## src/rtl/srctok_pkg.sv

```systemverilog
`timescale 1ns / 1ps
`default_nettype none

package srctok_pkg;

	typedef enum logic [2:0] {
		SM_IDLE,
		SM_NUM,
		SM_IDENT,
		SM_EQ,
		SM_SLASH,
		SM_COMMENT,
		SM_DONE
	} scan_mode_t;

	typedef enum logic [4:0] {
		TK_NUMBER,
		TK_IDENT,
		TK_LET,
		TK_PRINT,
		TK_IF,
		TK_ELSE,
		TK_FOR,
		TK_TO,
		TK_PLUS,
		TK_MINUS,
		TK_STAR,
		TK_DIVIDE,
		TK_SEMI,
		TK_LBRACE,
		TK_RBRACE,
		TK_LPAREN,
		TK_RPAREN,
		TK_ASSIGN,
		TK_EQUAL,
		TK_GT,
		TK_LT,
		TK_INVALID,
		TK_END
	} tok_kind_t;

	localparam int KIND_BITS   = 5;
	localparam int QUEUE_DEPTH = 4;
	localparam int BURST_MAX   = 3;
	localparam int WINDOW_BITS = 40;

	localparam logic [7:0] CH_NUL        = 8'h00;
	localparam logic [7:0] CH_LF         = 8'h0A;
	localparam logic [7:0] CH_UNDERSCORE = 8'h5F;
	localparam logic [7:0] CH_SLASH      = 8'h2F;
	localparam logic [7:0] CH_EQ         = 8'h3D;

	localparam logic [WINDOW_BITS-1:0] KW_LET   = 40'h00_006C_6574;
	localparam logic [WINDOW_BITS-1:0] KW_PRINT = 40'h70_7269_6E74;
	localparam logic [WINDOW_BITS-1:0] KW_IF    = 40'h00_0000_6966;
	localparam logic [WINDOW_BITS-1:0] KW_ELSE  = 40'h00_656C_7365;
	localparam logic [WINDOW_BITS-1:0] KW_FOR   = 40'h00_0066_6F72;
	localparam logic [WINDOW_BITS-1:0] KW_TO    = 40'h00_0000_746F;

	function automatic tok_kind_t ident_kind(input logic [WINDOW_BITS-1:0] win,
			input logic [2:0] len);
		tok_kind_t k;
		k = TK_IDENT;
		if (len == 3'd3 && win == KW_LET)   k = TK_LET;
		if (len == 3'd5 && win == KW_PRINT) k = TK_PRINT;
		if (len == 3'd2 && win == KW_IF)    k = TK_IF;
		if (len == 3'd4 && win == KW_ELSE)  k = TK_ELSE;
		if (len == 3'd3 && win == KW_FOR)   k = TK_FOR;
		if (len == 3'd2 && win == KW_TO)    k = TK_TO;
		return k;
	endfunction

	function automatic tok_kind_t single_kind(input logic [7:0] c);
		tok_kind_t k;
		case (c)
			"+": k = TK_PLUS;
			"-": k = TK_MINUS;
			"*": k = TK_STAR;
			";": k = TK_SEMI;
			"{": k = TK_LBRACE;
			"}": k = TK_RBRACE;
			"(": k = TK_LPAREN;
			")": k = TK_RPAREN;
			">": k = TK_GT;
			"<": k = TK_LT;
			default: k = TK_INVALID;
		endcase
		return k;
	endfunction

endpackage

`default_nettype wire

```

## src/rtl/srctok_front.sv

```systemverilog
`timescale 1ns / 1ps
`default_nettype none

module srctok_front
	import srctok_pkg::*;
#(
	parameter int LINE_BITS   = 20,
	parameter int COLUMN_BITS = 16,
	parameter int LENGTH_BITS = 16,
	localparam int TW = KIND_BITS + LINE_BITS + COLUMN_BITS + LENGTH_BITS,
	localparam int BW = 2 + BURST_MAX * TW
) (
	input  wire logic                   clk,
	input  wire logic                   arst_n,
	input  wire logic [7:0]             char_code,
	input  wire logic                   end_of_source,
	input  wire logic                   src_valid,
	output logic                        src_ready,
	output logic                        push,
	output logic [BW-1:0]               push_data,
	input  wire logic                   full
);

	localparam logic [LINE_BITS-1:0]   LINE_MAX = {LINE_BITS{1'b1}};
	localparam logic [COLUMN_BITS-1:0] COL_MAX  = {COLUMN_BITS{1'b1}};
	localparam logic [LENGTH_BITS-1:0] LEN_MAX  = {LENGTH_BITS{1'b1}};

	scan_mode_t               mode_q, mode_n;
	logic [LINE_BITS-1:0]     cur_line_q, cur_line_n, tok_line_q, tok_line_n, adv_line;
	logic [COLUMN_BITS-1:0]   cur_col_q, cur_col_n, tok_col_q, tok_col_n, adv_col;
	logic [LENGTH_BITS-1:0]   cnt_q, cnt_n, cnt_inc;
	logic [WINDOW_BITS-1:0]   win_q, win_n;
	logic [TW-1:0]            slot [BURST_MAX];
	logic [1:0]               n_tok;
	logic                     accept;
	logic                     is_digit, is_alpha, is_space, is_ident_ch;

	function automatic logic pending(input scan_mode_t m);
		return m == SM_NUM || m == SM_IDENT || m == SM_EQ || m == SM_SLASH;
	endfunction

	function automatic logic [TW-1:0] flush_tok(input scan_mode_t m,
			input logic [LINE_BITS-1:0] l, input logic [COLUMN_BITS-1:0] col,
			input logic [LENGTH_BITS-1:0] n, input logic [WINDOW_BITS-1:0] w);
		tok_kind_t                k;
		logic [LENGTH_BITS-1:0]   len;
		logic [2:0]               len3;
		len3 = (n > LENGTH_BITS'(5)) ? 3'd0 : n[2:0];
		len  = n;
		case (m)
			SM_NUM:   k = TK_NUMBER;
			SM_IDENT: k = ident_kind(w, len3);
			SM_EQ: begin
				k   = TK_ASSIGN;
				len = LENGTH_BITS'(1);
			end
			SM_SLASH: begin
				k   = TK_DIVIDE;
				len = LENGTH_BITS'(1);
			end
			default:  k = TK_INVALID;
		endcase
		return {k, l, col, len};
	endfunction

	assign src_ready = !full;
	assign accept    = src_valid && src_ready;

	assign is_digit    = char_code >= "0" && char_code <= "9";
	assign is_alpha    = (char_code >= "a" && char_code <= "z") ||
	                     (char_code >= "A" && char_code <= "Z");
	assign is_space    = char_code == " " || (char_code >= 8'd9 && char_code <= 8'd13);
	assign is_ident_ch = is_alpha || is_digit || char_code == CH_UNDERSCORE;

	assign cnt_inc = (cnt_q == LEN_MAX) ? cnt_q : cnt_q + LENGTH_BITS'(1);

	always_comb begin
		if (char_code == CH_LF) begin
			adv_line = (cur_line_q == LINE_MAX) ? cur_line_q : cur_line_q + LINE_BITS'(1);
			adv_col  = COLUMN_BITS'(1);
		end else begin
			adv_line = cur_line_q;
			adv_col  = (cur_col_q == COL_MAX) ? cur_col_q : cur_col_q + COLUMN_BITS'(1);
		end
	end

	always_comb begin
		logic consumed;
		logic reset_all;
		consumed   = 1'b0;
		reset_all  = 1'b0;
		mode_n     = mode_q;
		cur_line_n = cur_line_q;
		cur_col_n  = cur_col_q;
		tok_line_n = tok_line_q;
		tok_col_n  = tok_col_q;
		cnt_n      = cnt_q;
		win_n      = win_q;
		n_tok      = 2'd0;
		for (int i = 0; i < BURST_MAX; i++) begin
			slot[i] = '0;
		end

		if (mode_q == SM_DONE) begin
			reset_all = end_of_source;
		end else if (char_code == CH_NUL) begin
			if (pending(mode_q)) begin
				slot[n_tok] = flush_tok(mode_q, tok_line_q, tok_col_q, cnt_q, win_q);
				n_tok       = n_tok + 2'd1;
			end
			slot[n_tok] = {TK_END, cur_line_q, cur_col_q, LENGTH_BITS'(0)};
			n_tok       = n_tok + 2'd1;
			mode_n      = SM_DONE;
			reset_all   = end_of_source;
		end else begin
			case (mode_q)
				SM_NUM: begin
					if (is_digit) begin
						cnt_n    = cnt_inc;
						consumed = 1'b1;
					end
				end
				SM_IDENT: begin
					if (is_ident_ch) begin
						cnt_n    = cnt_inc;
						win_n    = {win_q[WINDOW_BITS-9:0], char_code};
						consumed = 1'b1;
					end
				end
				SM_EQ: begin
					if (char_code == CH_EQ) begin
						slot[n_tok] = {TK_EQUAL, tok_line_q, tok_col_q, LENGTH_BITS'(2)};
						n_tok       = n_tok + 2'd1;
						mode_n      = SM_IDLE;
						consumed    = 1'b1;
					end
				end
				SM_SLASH: begin
					if (char_code == CH_SLASH) begin
						mode_n   = SM_COMMENT;
						consumed = 1'b1;
					end
				end
				SM_COMMENT: begin
					if (char_code == CH_LF) begin
						mode_n = SM_IDLE;
					end
					consumed = 1'b1;
				end
				default: mode_n = SM_IDLE;
			endcase

			if (!consumed) begin
				if (pending(mode_q)) begin
					slot[n_tok] = flush_tok(mode_q, tok_line_q, tok_col_q, cnt_q, win_q);
					n_tok       = n_tok + 2'd1;
				end
				mode_n = SM_IDLE;
				if (is_space) begin
					mode_n = SM_IDLE;
				end else if (is_digit || is_alpha || char_code == CH_UNDERSCORE ||
				             char_code == CH_EQ || char_code == CH_SLASH) begin
					tok_line_n = cur_line_q;
					tok_col_n  = cur_col_q;
					cnt_n      = LENGTH_BITS'(1);
					win_n      = '0;
					if (is_digit) begin
						mode_n = SM_NUM;
					end else if (char_code == CH_EQ) begin
						mode_n = SM_EQ;
					end else if (char_code == CH_SLASH) begin
						mode_n = SM_SLASH;
					end else begin
						mode_n = SM_IDENT;
						win_n  = {{(WINDOW_BITS-8){1'b0}}, char_code};
					end
				end else begin
					slot[n_tok] = {single_kind(char_code), cur_line_q, cur_col_q,
					               LENGTH_BITS'(1)};
					n_tok       = n_tok + 2'd1;
				end
			end

			cur_line_n = adv_line;
			cur_col_n  = adv_col;

			if (end_of_source) begin
				if (pending(mode_n)) begin
					slot[n_tok] = flush_tok(mode_n, tok_line_n, tok_col_n, cnt_n, win_n);
					n_tok       = n_tok + 2'd1;
				end
				slot[n_tok] = {TK_END, adv_line, adv_col, LENGTH_BITS'(0)};
				n_tok       = n_tok + 2'd1;
				reset_all   = 1'b1;
			end
		end

		if (reset_all) begin
			mode_n     = SM_IDLE;
			cur_line_n = LINE_BITS'(1);
			cur_col_n  = COLUMN_BITS'(1);
			tok_line_n = LINE_BITS'(1);
			tok_col_n  = COLUMN_BITS'(1);
			cnt_n      = '0;
			win_n      = '0;
		end
	end

	assign push      = accept && (n_tok != 2'd0);
	assign push_data = {n_tok, slot[2], slot[1], slot[0]};

	always_ff @(posedge clk or negedge arst_n) begin
		if (!arst_n) begin
			mode_q     <= SM_IDLE;
			cur_line_q <= LINE_BITS'(1);
			cur_col_q  <= COLUMN_BITS'(1);
			tok_line_q <= LINE_BITS'(1);
			tok_col_q  <= COLUMN_BITS'(1);
			cnt_q      <= '0;
			win_q      <= '0;
		end else if (accept) begin
			mode_q     <= mode_n;
			cur_line_q <= cur_line_n;
			cur_col_q  <= cur_col_n;
			tok_line_q <= tok_line_n;
			tok_col_q  <= tok_col_n;
			cnt_q      <= cnt_n;
			win_q      <= win_n;
		end
	end

endmodule

`default_nettype wire

```

## src/rtl/srctok_fifo.sv

```systemverilog
`timescale 1ns / 1ps
`default_nettype none

module srctok_fifo
	import srctok_pkg::*;
#(
	parameter int WIDTH = 8
) (
	input  wire logic             clk,
	input  wire logic             arst_n,
	input  wire logic             push,
	input  wire logic [WIDTH-1:0] wdata,
	output logic                  full,
	input  wire logic             pop,
	output logic [WIDTH-1:0]      rdata,
	output logic                  empty
);

	localparam int PW = $clog2(QUEUE_DEPTH);

	logic [WIDTH-1:0] entry_q [QUEUE_DEPTH];
	logic [PW-1:0]    wr_ptr_q, rd_ptr_q;
	logic [PW:0]      count_q;
	logic             do_push, do_pop;

	assign full    = count_q == (PW+1)'(QUEUE_DEPTH);
	assign empty   = count_q == '0;
	assign do_push = push && !full;
	assign do_pop  = pop && !empty;
	assign rdata   = entry_q[rd_ptr_q];

	always_ff @(posedge clk) begin
		if (do_push) begin
			entry_q[wr_ptr_q] <= wdata;
		end
	end

	always_ff @(posedge clk or negedge arst_n) begin
		if (!arst_n) begin
			wr_ptr_q <= '0;
			rd_ptr_q <= '0;
			count_q  <= '0;
		end else begin
			if (do_push) begin
				wr_ptr_q <= wr_ptr_q + PW'(1);
			end
			if (do_pop) begin
				rd_ptr_q <= rd_ptr_q + PW'(1);
			end
			case ({do_push, do_pop})
				2'b10:   count_q <= count_q + (PW+1)'(1);
				2'b01:   count_q <= count_q - (PW+1)'(1);
				default: count_q <= count_q;
			endcase
		end
	end

endmodule

`default_nettype wire

```

## src/rtl/srctok_back.sv

```systemverilog
`timescale 1ns / 1ps
`default_nettype none

module srctok_back
	import srctok_pkg::*;
#(
	parameter int LINE_BITS   = 20,
	parameter int COLUMN_BITS = 16,
	parameter int LENGTH_BITS = 16,
	localparam int TW = KIND_BITS + LINE_BITS + COLUMN_BITS + LENGTH_BITS,
	localparam int BW = 2 + BURST_MAX * TW
) (
	input  wire logic                   clk,
	input  wire logic                   arst_n,
	input  wire logic [BW-1:0]          bundle,
	input  wire logic                   empty,
	output logic                        pop,
	output logic [KIND_BITS-1:0]        token_kind,
	output logic [LINE_BITS-1:0]        start_line,
	output logic [COLUMN_BITS-1:0]      start_column,
	output logic [LENGTH_BITS-1:0]      token_length,
	output logic                        last_of_run,
	output logic                        tok_valid,
	input  wire logic                   tok_ready
);

	logic [1:0]    idx_q;
	logic [1:0]    n_tok;
	logic [TW-1:0] sel_tok;
	logic          load, is_last;
	logic          valid_q;
	logic [TW-1:0] tok_q;
	logic          last_q;

	assign n_tok = bundle[BW-1 -: 2];

	always_comb begin
		case (idx_q)
			2'd0:    sel_tok = bundle[0 +: TW];
			2'd1:    sel_tok = bundle[TW +: TW];
			default: sel_tok = bundle[2*TW +: TW];
		endcase
	end

	assign load    = !empty && (!valid_q || tok_ready);
	assign is_last = idx_q == (n_tok - 2'd1);
	assign pop     = load && is_last;

	always_ff @(posedge clk or negedge arst_n) begin
		if (!arst_n) begin
			valid_q <= 1'b0;
			idx_q   <= '0;
		end else begin
			if (load) begin
				valid_q <= 1'b1;
				idx_q   <= is_last ? 2'd0 : idx_q + 2'd1;
			end else if (tok_ready) begin
				valid_q <= 1'b0;
			end
		end
	end

	always_ff @(posedge clk) begin
		if (load) begin
			tok_q  <= sel_tok;
			last_q <= is_last;
		end
	end

	assign tok_valid    = valid_q;
	assign last_of_run  = last_q;
	assign token_length = tok_q[0 +: LENGTH_BITS];
	assign start_column = tok_q[LENGTH_BITS +: COLUMN_BITS];
	assign start_line   = tok_q[LENGTH_BITS+COLUMN_BITS +: LINE_BITS];
	assign token_kind   = tok_q[TW-1 -: KIND_BITS];

endmodule

`default_nettype wire

```

## src/rtl/source_tokenizer_top.sv

```systemverilog
// Channel   Handshake              Payload
// source    src_valid/src_ready    char_code, end_of_source
// token     tok_valid/tok_ready    token_kind, start_line, start_column,
//                                  token_length, last_of_run
//
// One source byte is taken per cycle while the bundle queue has room.
// A byte yields zero to three tokens; the output stage sends one token per
// cycle unless stalled by tok_ready, so bytes with several tokens can hold
// src_ready low once the four-entry queue fills. Tokens pass the bundle
// queue, then the output register. Reset is asynchronous; nothing is swept.
`timescale 1ns / 1ps
`default_nettype none

module source_tokenizer_top
	import srctok_pkg::*;
#(
	parameter int LINE_BITS   = 20,
	parameter int COLUMN_BITS = 16,
	parameter int LENGTH_BITS = 16
) (
	input  wire logic                   clk,
	input  wire logic                   arst_n,
	input  wire logic [7:0]             char_code,
	input  wire logic                   end_of_source,
	input  wire logic                   src_valid,
	output logic                        src_ready,
	output logic [KIND_BITS-1:0]        token_kind,
	output logic [LINE_BITS-1:0]        start_line,
	output logic [COLUMN_BITS-1:0]      start_column,
	output logic [LENGTH_BITS-1:0]      token_length,
	output logic                        last_of_run,
	output logic                        tok_valid,
	input  wire logic                   tok_ready
);

	localparam int TW = KIND_BITS + LINE_BITS + COLUMN_BITS + LENGTH_BITS;
	localparam int BW = 2 + BURST_MAX * TW;

	logic          push, full, pop, empty;
	logic [BW-1:0] push_data, head_data;

	srctok_front #(
		.LINE_BITS   (LINE_BITS),
		.COLUMN_BITS (COLUMN_BITS),
		.LENGTH_BITS (LENGTH_BITS)
	) u_front (
		.clk           (clk),
		.arst_n        (arst_n),
		.char_code     (char_code),
		.end_of_source (end_of_source),
		.src_valid     (src_valid),
		.src_ready     (src_ready),
		.push          (push),
		.push_data     (push_data),
		.full          (full)
	);

	srctok_fifo #(
		.WIDTH (BW)
	) u_fifo (
		.clk    (clk),
		.arst_n (arst_n),
		.push   (push),
		.wdata  (push_data),
		.full   (full),
		.pop    (pop),
		.rdata  (head_data),
		.empty  (empty)
	);

	srctok_back #(
		.LINE_BITS   (LINE_BITS),
		.COLUMN_BITS (COLUMN_BITS),
		.LENGTH_BITS (LENGTH_BITS)
	) u_back (
		.clk          (clk),
		.arst_n       (arst_n),
		.bundle       (head_data),
		.empty        (empty),
		.pop          (pop),
		.token_kind   (token_kind),
		.start_line   (start_line),
		.start_column (start_column),
		.token_length (token_length),
		.last_of_run  (last_of_run),
		.tok_valid    (tok_valid),
		.tok_ready    (tok_ready)
	);

endmodule

`default_nettype wire

```

## config.mk

```make
export PLATFORM = sky130hd
export DESIGN_NAME = source_tokenizer_top
export DESIGN_NICKNAME = d
export VERILOG_FILES = /design/src/rtl/srctok_pkg.sv /design/src/rtl/srctok_front.sv /design/src/rtl/srctok_fifo.sv /design/src/rtl/srctok_back.sv /design/src/rtl/source_tokenizer_top.sv
export SDC_FILE = /design/constraint.sdc
export NUM_CORES = 1
export LEC_CHECK = 0
export BUFFER_PORTS_ARGS = -buffer_cell sky130_fd_sc_hd__buf_4
export CAP_MARGIN = 20
export CORE_UTILIZATION = 39
export CTS_CLUSTER_DIAMETER = 150
export DETAILED_ROUTE_END_ITERATION = 10
export GPL_TIMING_DRIVEN = 0
export HOLD_SLACK_MARGIN = 0.05
export SETUP_SLACK_MARGIN = 0.3
export SYNTH_ARGS = -nofsm -noshare
export SYNTH_HDL_FRONTEND = slang
export SYNTH_SLANG_ARGS = --single-unit
```

## constraint.sdc

```tcl
create_clock -name clk -period 12.2 [get_ports clk]
set_clock_uncertainty 0.2 [all_clocks]
set_input_delay 0.61 -clock clk [delete_from_list [all_inputs] [get_ports clk]]
set_output_delay 0.61 -clock clk [all_outputs]
set_load 0.005 [all_outputs]
```

# After elaboration in Yosys (flattened, before gate mapping)

Memory sizes are Yosys's and may differ from the RTL's.
Cells that the tools add are included.

Bits in writable memories: 692
Memories kept: 1
Output and inout bits: 60
Input port bits: 13
Register bits: 199

Memories:

| name           | words | width | rd ports | clocked after memory_dff | write ports | RTL line          | text |
|---|---|---|---|---|---|---|---|
| u_fifo.entry_q | 4     | 173   | 1        | 0                        | 1           | srctok_fifo.sv:21 | `logic [WIDTH-1:0] entry_q [QUEUE_DEPTH];` |

$add $sub $neg: 14
Eq/ne operators: 55
Magnitude comparators: 20
Reduce and logical (&&, ||, !) cells: 54
Bitwise gates (word level): 5
Mux-type cells: 184

Operator list:

| operator              | number |
|---|---|
| $mux 171              | 16 |
| $bwmux 171            | 5 |
| $mux 57               | 12 |
| $demux 57 s2          | 5 |
| $mux 16               | 34 |
| $mux 40               | 12 |
| $mux 20               | 13 |
| $eq 40x15->1 const B  | 4 |
| $eq 40x23->1 const B  | 4 |
| $pmux 57 s2           | 1 |
| $eq 8x6->1 const B    | 11 |
| $eq 40x31->1 const B  | 2 |
| $eq 40x39->1 const B  | 2 |
| $mux 3                | 24 |
| $mux 5                | 13 |
| $mux 2                | 26 |
| $pmux 5 s10           | 1 |
| $pmux 5 s4            | 2 |
| $add 16x1->16 const B | 2 |
| $eq 16x16->1 const B  | 2 |
| $gt 16x3->1 const B   | 2 |
| $pmux 16 s2           | 1 |
| $eq 3x3->1 const B    | 9 |
| $logic_and 1x1->1     | 27 |
| other kinds (37)      | 102 |

# Longest topological paths before layout

Word-level depth: 36
Depth in mapped cells: 24
Depth with buffers taken out: 20

# Hierarchy

Synthesis repeated with hierarchy kept, for this count alone.

Cells, all modules: 3243
Area, all modules: 42180.5 um^2

Modules (own cells, without submodules):

| module       | seq. area each (um^2) | cells each | area an instance (um^2) | times used |
|---|---|---|---|---|
| srctok_fifo  | 20955.1               | 941        | 25398.1                 | 1 |
| srctok_front | 3283.1                | 2034       | 13884.6                 | 1 |
| srctok_back  | 1816.7                | 268        | 2897.8                  | 1 |

# Worst setup path before layout

Ideal clock, no wire load.

Kind: input port to flip-flop
Start point: input port char_code[5]
End point: memory u_fifo.entry_q[0][0] (netlist bit), enable pin
Stages on the path: 18
Setup slack: 3239 ps
Arrival time: 8207 ps
Path buffers: 4
Path through: clkbuf_1 > and4bb_4 > buf_6 > nand4_4 > inv_1 > clkbuf_1 > clkbuf_1 > ha_1 > xnor2_1 > o21ai_1 > ha_1 > mux2_2 > ha_1 > nand2_1 > o21ai_0 > nor2_1 > nor3_2 > and2_1

Longest elaborated chain between the ends: 30

RTL lines:

| what                           | RTL line                                                      | text |
|---|---|---|
| start: declaration             | source_tokenizer_top.sv:23                                    | `input wire logic [7:0] char_code,` |
| $eq 8x6->1                     | srctok_front.sv:131, srctok_front.sv:162, srctok_front.sv:169 |  |
| $mux 1                         | srctok_front.sv:131                                           | `if (char_code == CH_EQ) begin` |
| $mux 2                         | srctok_front.sv:116                                           | `case (mode_q)` |
| $mux 2                         | srctok_front.sv:106                                           | `end else if (char_code == CH_NUL) begin` |
| $mux 2                         | srctok_front.sv:104                                           | `if (mode_q == SM_DONE) begin` |
| $add 2x1->2                    | srctok_front.sv:156                                           | `n_tok = n_tok + 2'd1;` |
| $mux 2                         | srctok_front.sv:154                                           | `if (pending(mode_q)) begin` |
| $mux 2                         | srctok_front.sv:153                                           | `if (!consumed) begin` |
| [14 not listed]                | --                                                            |  |
| $mux 2                         | srctok_front.sv:187                                           | `if (end_of_source) begin` |
| $mux 2 *                       | srctok_front.sv:106                                           |  |
| $mux 2 *                       | srctok_front.sv:104                                           |  |
| $reduce_bool 2->1 *            | srctok_front.sv:209                                           | `assign push = accept && (n_tok != 2'd0);` |
| $logic_and 1x1->1 *            | srctok_front.sv:209                                           |  |
| $logic_and 1x1->1 *            | srctok_fifo.sv:28                                             | `assign do_push = push && !full;` |
| $mux 1 *                       | srctok_fifo.sv:33                                             | `if (do_push) begin` |
| $mux 1 (not written as such) * | srctok_fifo.sv:34                                             | `entry_q[wr_ptr_q] <= wdata;` |
| end: declaration               | srctok_fifo.sv:21                                             |  |

Mark *: on every way between the ends. The rest lies on a longest branch, timed or not. The select of a mux whose other input is x is not followed.

# Worst setup path after layout

Start point: input port char_code[5]
End point: memory u_fifo.entry_q[1][31] (netlist bit), enable pin

The elaborated chain is that of the path after synthesis.

==> flow_metrics.py <==
metrics = {
    "outcome": {
        "status": "complete, no violations",
    },
    "final_layout": {
        "area_growth_pct": 14.6,
        "drive_above_1_share_pct": 14.0,
        "postLayoutCellArea_um2": 48800,
        "final_cell_mix": "edfxtp_1 (750), nand2_1 (412), o21ai_0 (246)",
        "fillers": 9602,
        "layout_commonest_cell": "edfxtp_1",
        "nets": 3540,
    },
    "sta": {
        "finalCritPeriodShare_pct": 63.4,
        "drv_slew": 0,
        "rsz0062_at_grt": "false",
        "worst_pin_slew_ps": 1260,
        "fin_ws_ps": 4460,
        "tns_ps": 0,
        "hold_violations": 0,
        "fin_crit_ps": 7740,
        "clock.fmax_ghz": 0.129,
        "maxSlewHeadroom_pct": 16.0,
        "final-setup-viol-count": 0,
    },
    "clocking": {
        "clk_pin_slew_ps": 60,
        "cts_tree": "yes",
        "clk_path_buf_depth": 3,
        "cts_resized": 0,
        "cts_buffers": 92,
        "clk_latency_ps": 680,
        "cts_max_level": 3,
        "cts_setup_buffers": 0,
        "cts_sinks": 891,
        "cts_root_buf": "clkbuf_16",
    },
    "critical_path": {
        "crit_type": "primary input to flop",
        "cp_slowest_cell": "clkbuf_1",
        "worstPathMaxFanout": 48,
        "cp_num_cells": 21,
        "rr_worst_depth": 18,
        "path_cells": "buf_4, clkbuf_1, and4bb_4, buf_6, nand4_4, inv_1, clkbuf_1, clkbuf_1, ha_1, xnor2_1, o21ai_1, ha_1, mux2_2, ha_1, nand2_1, o21ai_0, nor2_1, nor3_2, and2_4, buf_16, buf_16",
        "r2r-start": "u_front.mode_q[1]$_DFFE_PN0P_",
        "rrSetupSlack_ps": 4540,
        "cp_top_family": "buffers and inverters",
        "worstPathArrival_ps": 7870,
        "endpoint_kind": "flop",
        "cp.buffers_inverters": 8,
        "cpPeakStageDelay_ps": 850,
        "start_kind": "primary input",
        "crit_required_ps": 12330,
        "timing.rr.end": "u_fifo.entry_q[1][31]$_DFFE_PP_",
    },
    "global_routing": {
        "first_global_vias": 30300,
        "antenna_found_initial": 5,
        "grt_first_pass_wirelength_um": 211000,
        "grt_max_degree": 85,
        "grt-ovfl-total": 0,
        "track_usage_pct": 26.0,
    },
    "power": {
        "pwr_density_cell_nw_per_um2": 222,
        "ir_drop_uv": 117,
        "finalPower_mw": 10.8,
        "power_leakage_nw": 16.4,
    },
    "yosys": {
        "avgSynthCellArea_um2": 12.9,
        "synthesis.nets": 3329,
        "synthCells": 3295,
        "seq_area_frac_synth_pct": 61.2,
        "synth_edf_count": 750,
        "yosys_warnings": 0,
        "yosys.area_share.xor_xnor_pct": 0.926,
        "synth_mux_area_share_pct": 11.1,
        "synth_compound_area_share_pct": 13.1,
        "syn_area_um2": 42500,
        "synthAdderAreaFrac_pct": 0.635,
        "synth_top_family_by_area": "compound AO/OA/AOI/OAI gates",
        "synth_simple_gate_area_share_pct": 10.1,
        "async_flop_share_pct": 15.8,
        "synthFlopType": "edfxtp_1",
        "synth-seq-cells": 891,
        "yosysUniqueCellTypes": 99,
    },
    "placed_design": {
        "placed_area_um2": 45500,
        "routabilityCongestion": 1.02,
        "hpwl_um": 99300,
        "port_buffers": 71,
        "pre_cts_ws_ps": 4030,
    },
    "route": {
        "drt-wirelength-per-cell_um": 29.0,
        "drcViolationCount": 0,
        "vias_per_cell": 6.25,
        "num_vias": 31200,
        "drtIter0Drc": 4066,
        "drtPass1Iterations": 6,
        "finalWirelength_um": 145000,
        "detail-route-antenna-nets": 0,
    },
    "floorplan": {
        "start_util_pct": 39.5,
        "core_um2": 108000,
        "ios": 73,
        "die_h_um": 332,
        "die_x_um": 332,
        "die_area_um2": 110000,
        "row_count": 120,
    },
    "worst_hold_path": {
        "whs_path_depth": 4,
        "min_to": "u_front.mode_q[1]$_DFFE_PN0P_",
        "min_from": "end_of_source",
        "worstHoldPathType": "primary input to flop",
    },
    "run": {
        "max-cap-violations": 0,
    },
}
worst max path at each step:
stage,start,to
6_report,char_code[5],u_fifo.entry_q[1][31]$_DFFE_PP_
5_1_grt,char_code[5],u_fifo.entry_q[1][31]$_DFFE_PP_
4_1_cts,char_code[5],u_fifo.entry_q[1][92]$_DFFE_PP_
3_5_place_dp,char_code[5],u_fifo.entry_q[1][50]$_DFFE_PP_
3_3_place_gp,char_code[5],u_fifo.entry_q[0][33]$_DFFE_PP_
2_1_floorplan,char_code[5],u_fifo.entry_q[0][0]$_DFFE_PP_
metal layers:
layer	vias to the layer above	share of wire (%)	GRT usage (%)	routed length (um)
met5	-	0.038	0	55
met4	8	4.8	11.8	6990
met3	377	9.9	6.10	14400
met2	1809	44	38.3	63300
met1	15700	41	36.3	60100
li1	13300	-	-	-
cell families (layout without fill, tap and decap cells):
group	after synthesis	in the layout
other cells	0	1
buf+inv	308	598
simple gates	934	934
mux	256	256
flops	891	891
fa+ha+maj	21	21
xor+xnor	45	45
compound gates	840	840
final cells by class:
class                           instances  area [um2]  area share, %
Timing Repair Buffer                  117        1350           2.77
Tap cell                             1403        1760           3.60
Antenna cell                            1        2.50        0.00513
Clock buffer                          125        2530           5.19
Buffer                                281        1110           2.27
Multi-Input combinational cell       2096       15300           31.4
Sequential cell                       891       26100           53.4
Clock inverter                         48         562           1.15
Inverter                               27         101          0.208
stage by stage:
stage / hold slack [ps] / util, % / instances
2_1_floorplan: 114 / - / 3295
3_3_place_gp: 282 / 41.6 / 4769
5_1_grt: 101 / 45.3 / 4988
3_5_place_dp: 285 / 42.3 / 4805
4_1_cts: 59.4 / 45.2 / 4980
6_report: 71.4 / 45.3 / 4989
synthesized netlist by cell type, types with 7 or more instances:
master / count / area [um2]
edfxtp_1: 750 / 22500
or2_2: 7 / 43.8
and4_1: 7 / 61.3
a221oi_1: 66 / 578
nor2b_1: 16 / 100
xnor2_1: 20 / 175
xor2_1: 25 / 219
buf_1: 47 / 176
nand2b_1: 15 / 93.8
o21ai_1: 10 / 50.1
nor3_1: 49 / 245
mux2_2: 10 / 113
a211o_1: 8 / 70.1
nor4_1: 23 / 144
clkbuf_1: 214 / 803
nand4_1: 27 / 169
mux4_2: 173 / 3900
o22ai_1: 51 / 319
a211oi_1: 20 / 150
o211ai_1: 16 / 120
o21ai_0: 246 / 1230
o31ai_1: 11 / 82.6
and3_1: 24 / 150
nand3_1: 48 / 240
dfrtp_1: 137 / 3430
inv_1: 25 / 93.8
nor2_1: 220 / 826
a21o_1: 11 / 82.6
and2_1: 24 / 150
a22oi_1: 149 / 1120
mux2i_1: 72 / 721
a21oi_1: 118 / 591
ha_1: 20 / 250
buf_2: 12 / 60.1
nand2_1: 412 / 1550
or3_1: 15 / 93.8
a22o_1: 40 / 350
a31oi_1: 22 / 138
flip-flops by register name (all words and copies together), names as in the netlist:
register and flops:
u_back.idx_q 2, u_back.last_of_run 1, u_back.tok_q 57, u_back.tok_valid 1, u_fifo.count_q 3, u_fifo.entry_q 692, u_fifo.rd_ptr_q 2, u_fifo.wr_ptr_q 2
u_front.cnt_q 16, u_front.cur_col_q 16, u_front.cur_line_q 20, u_front.mode_q 3, u_front.tok_col_q 16, u_front.tok_line_q 20, u_front.win_q 40
what timing repair did:
item / 4_1_cts / 5_1_grt
endpoints found under the hold margin: 55 / 0
setup endpoints to repair: 0 / 0
hold buffers: 2 / 0
worst register-to-register path, delay by kind of cell, from the launching register on:
kind                       cells  cell delay [ps]
buffers and inverters          5             2400
and+or+nand+nor                6             2230
adders and majority gates      3              990
AOI/OAI and AO/OA              2              590
DFF                            1              390
muxes                          1              300
xor gates and xnor gates       1              130
power by group:
part	switching [mW]	internal (mW)
Clock	1.21	1.66
Sequential	0.158	4.14
Combinational	2.33	1.35
(Power assumes the default switching activity.)
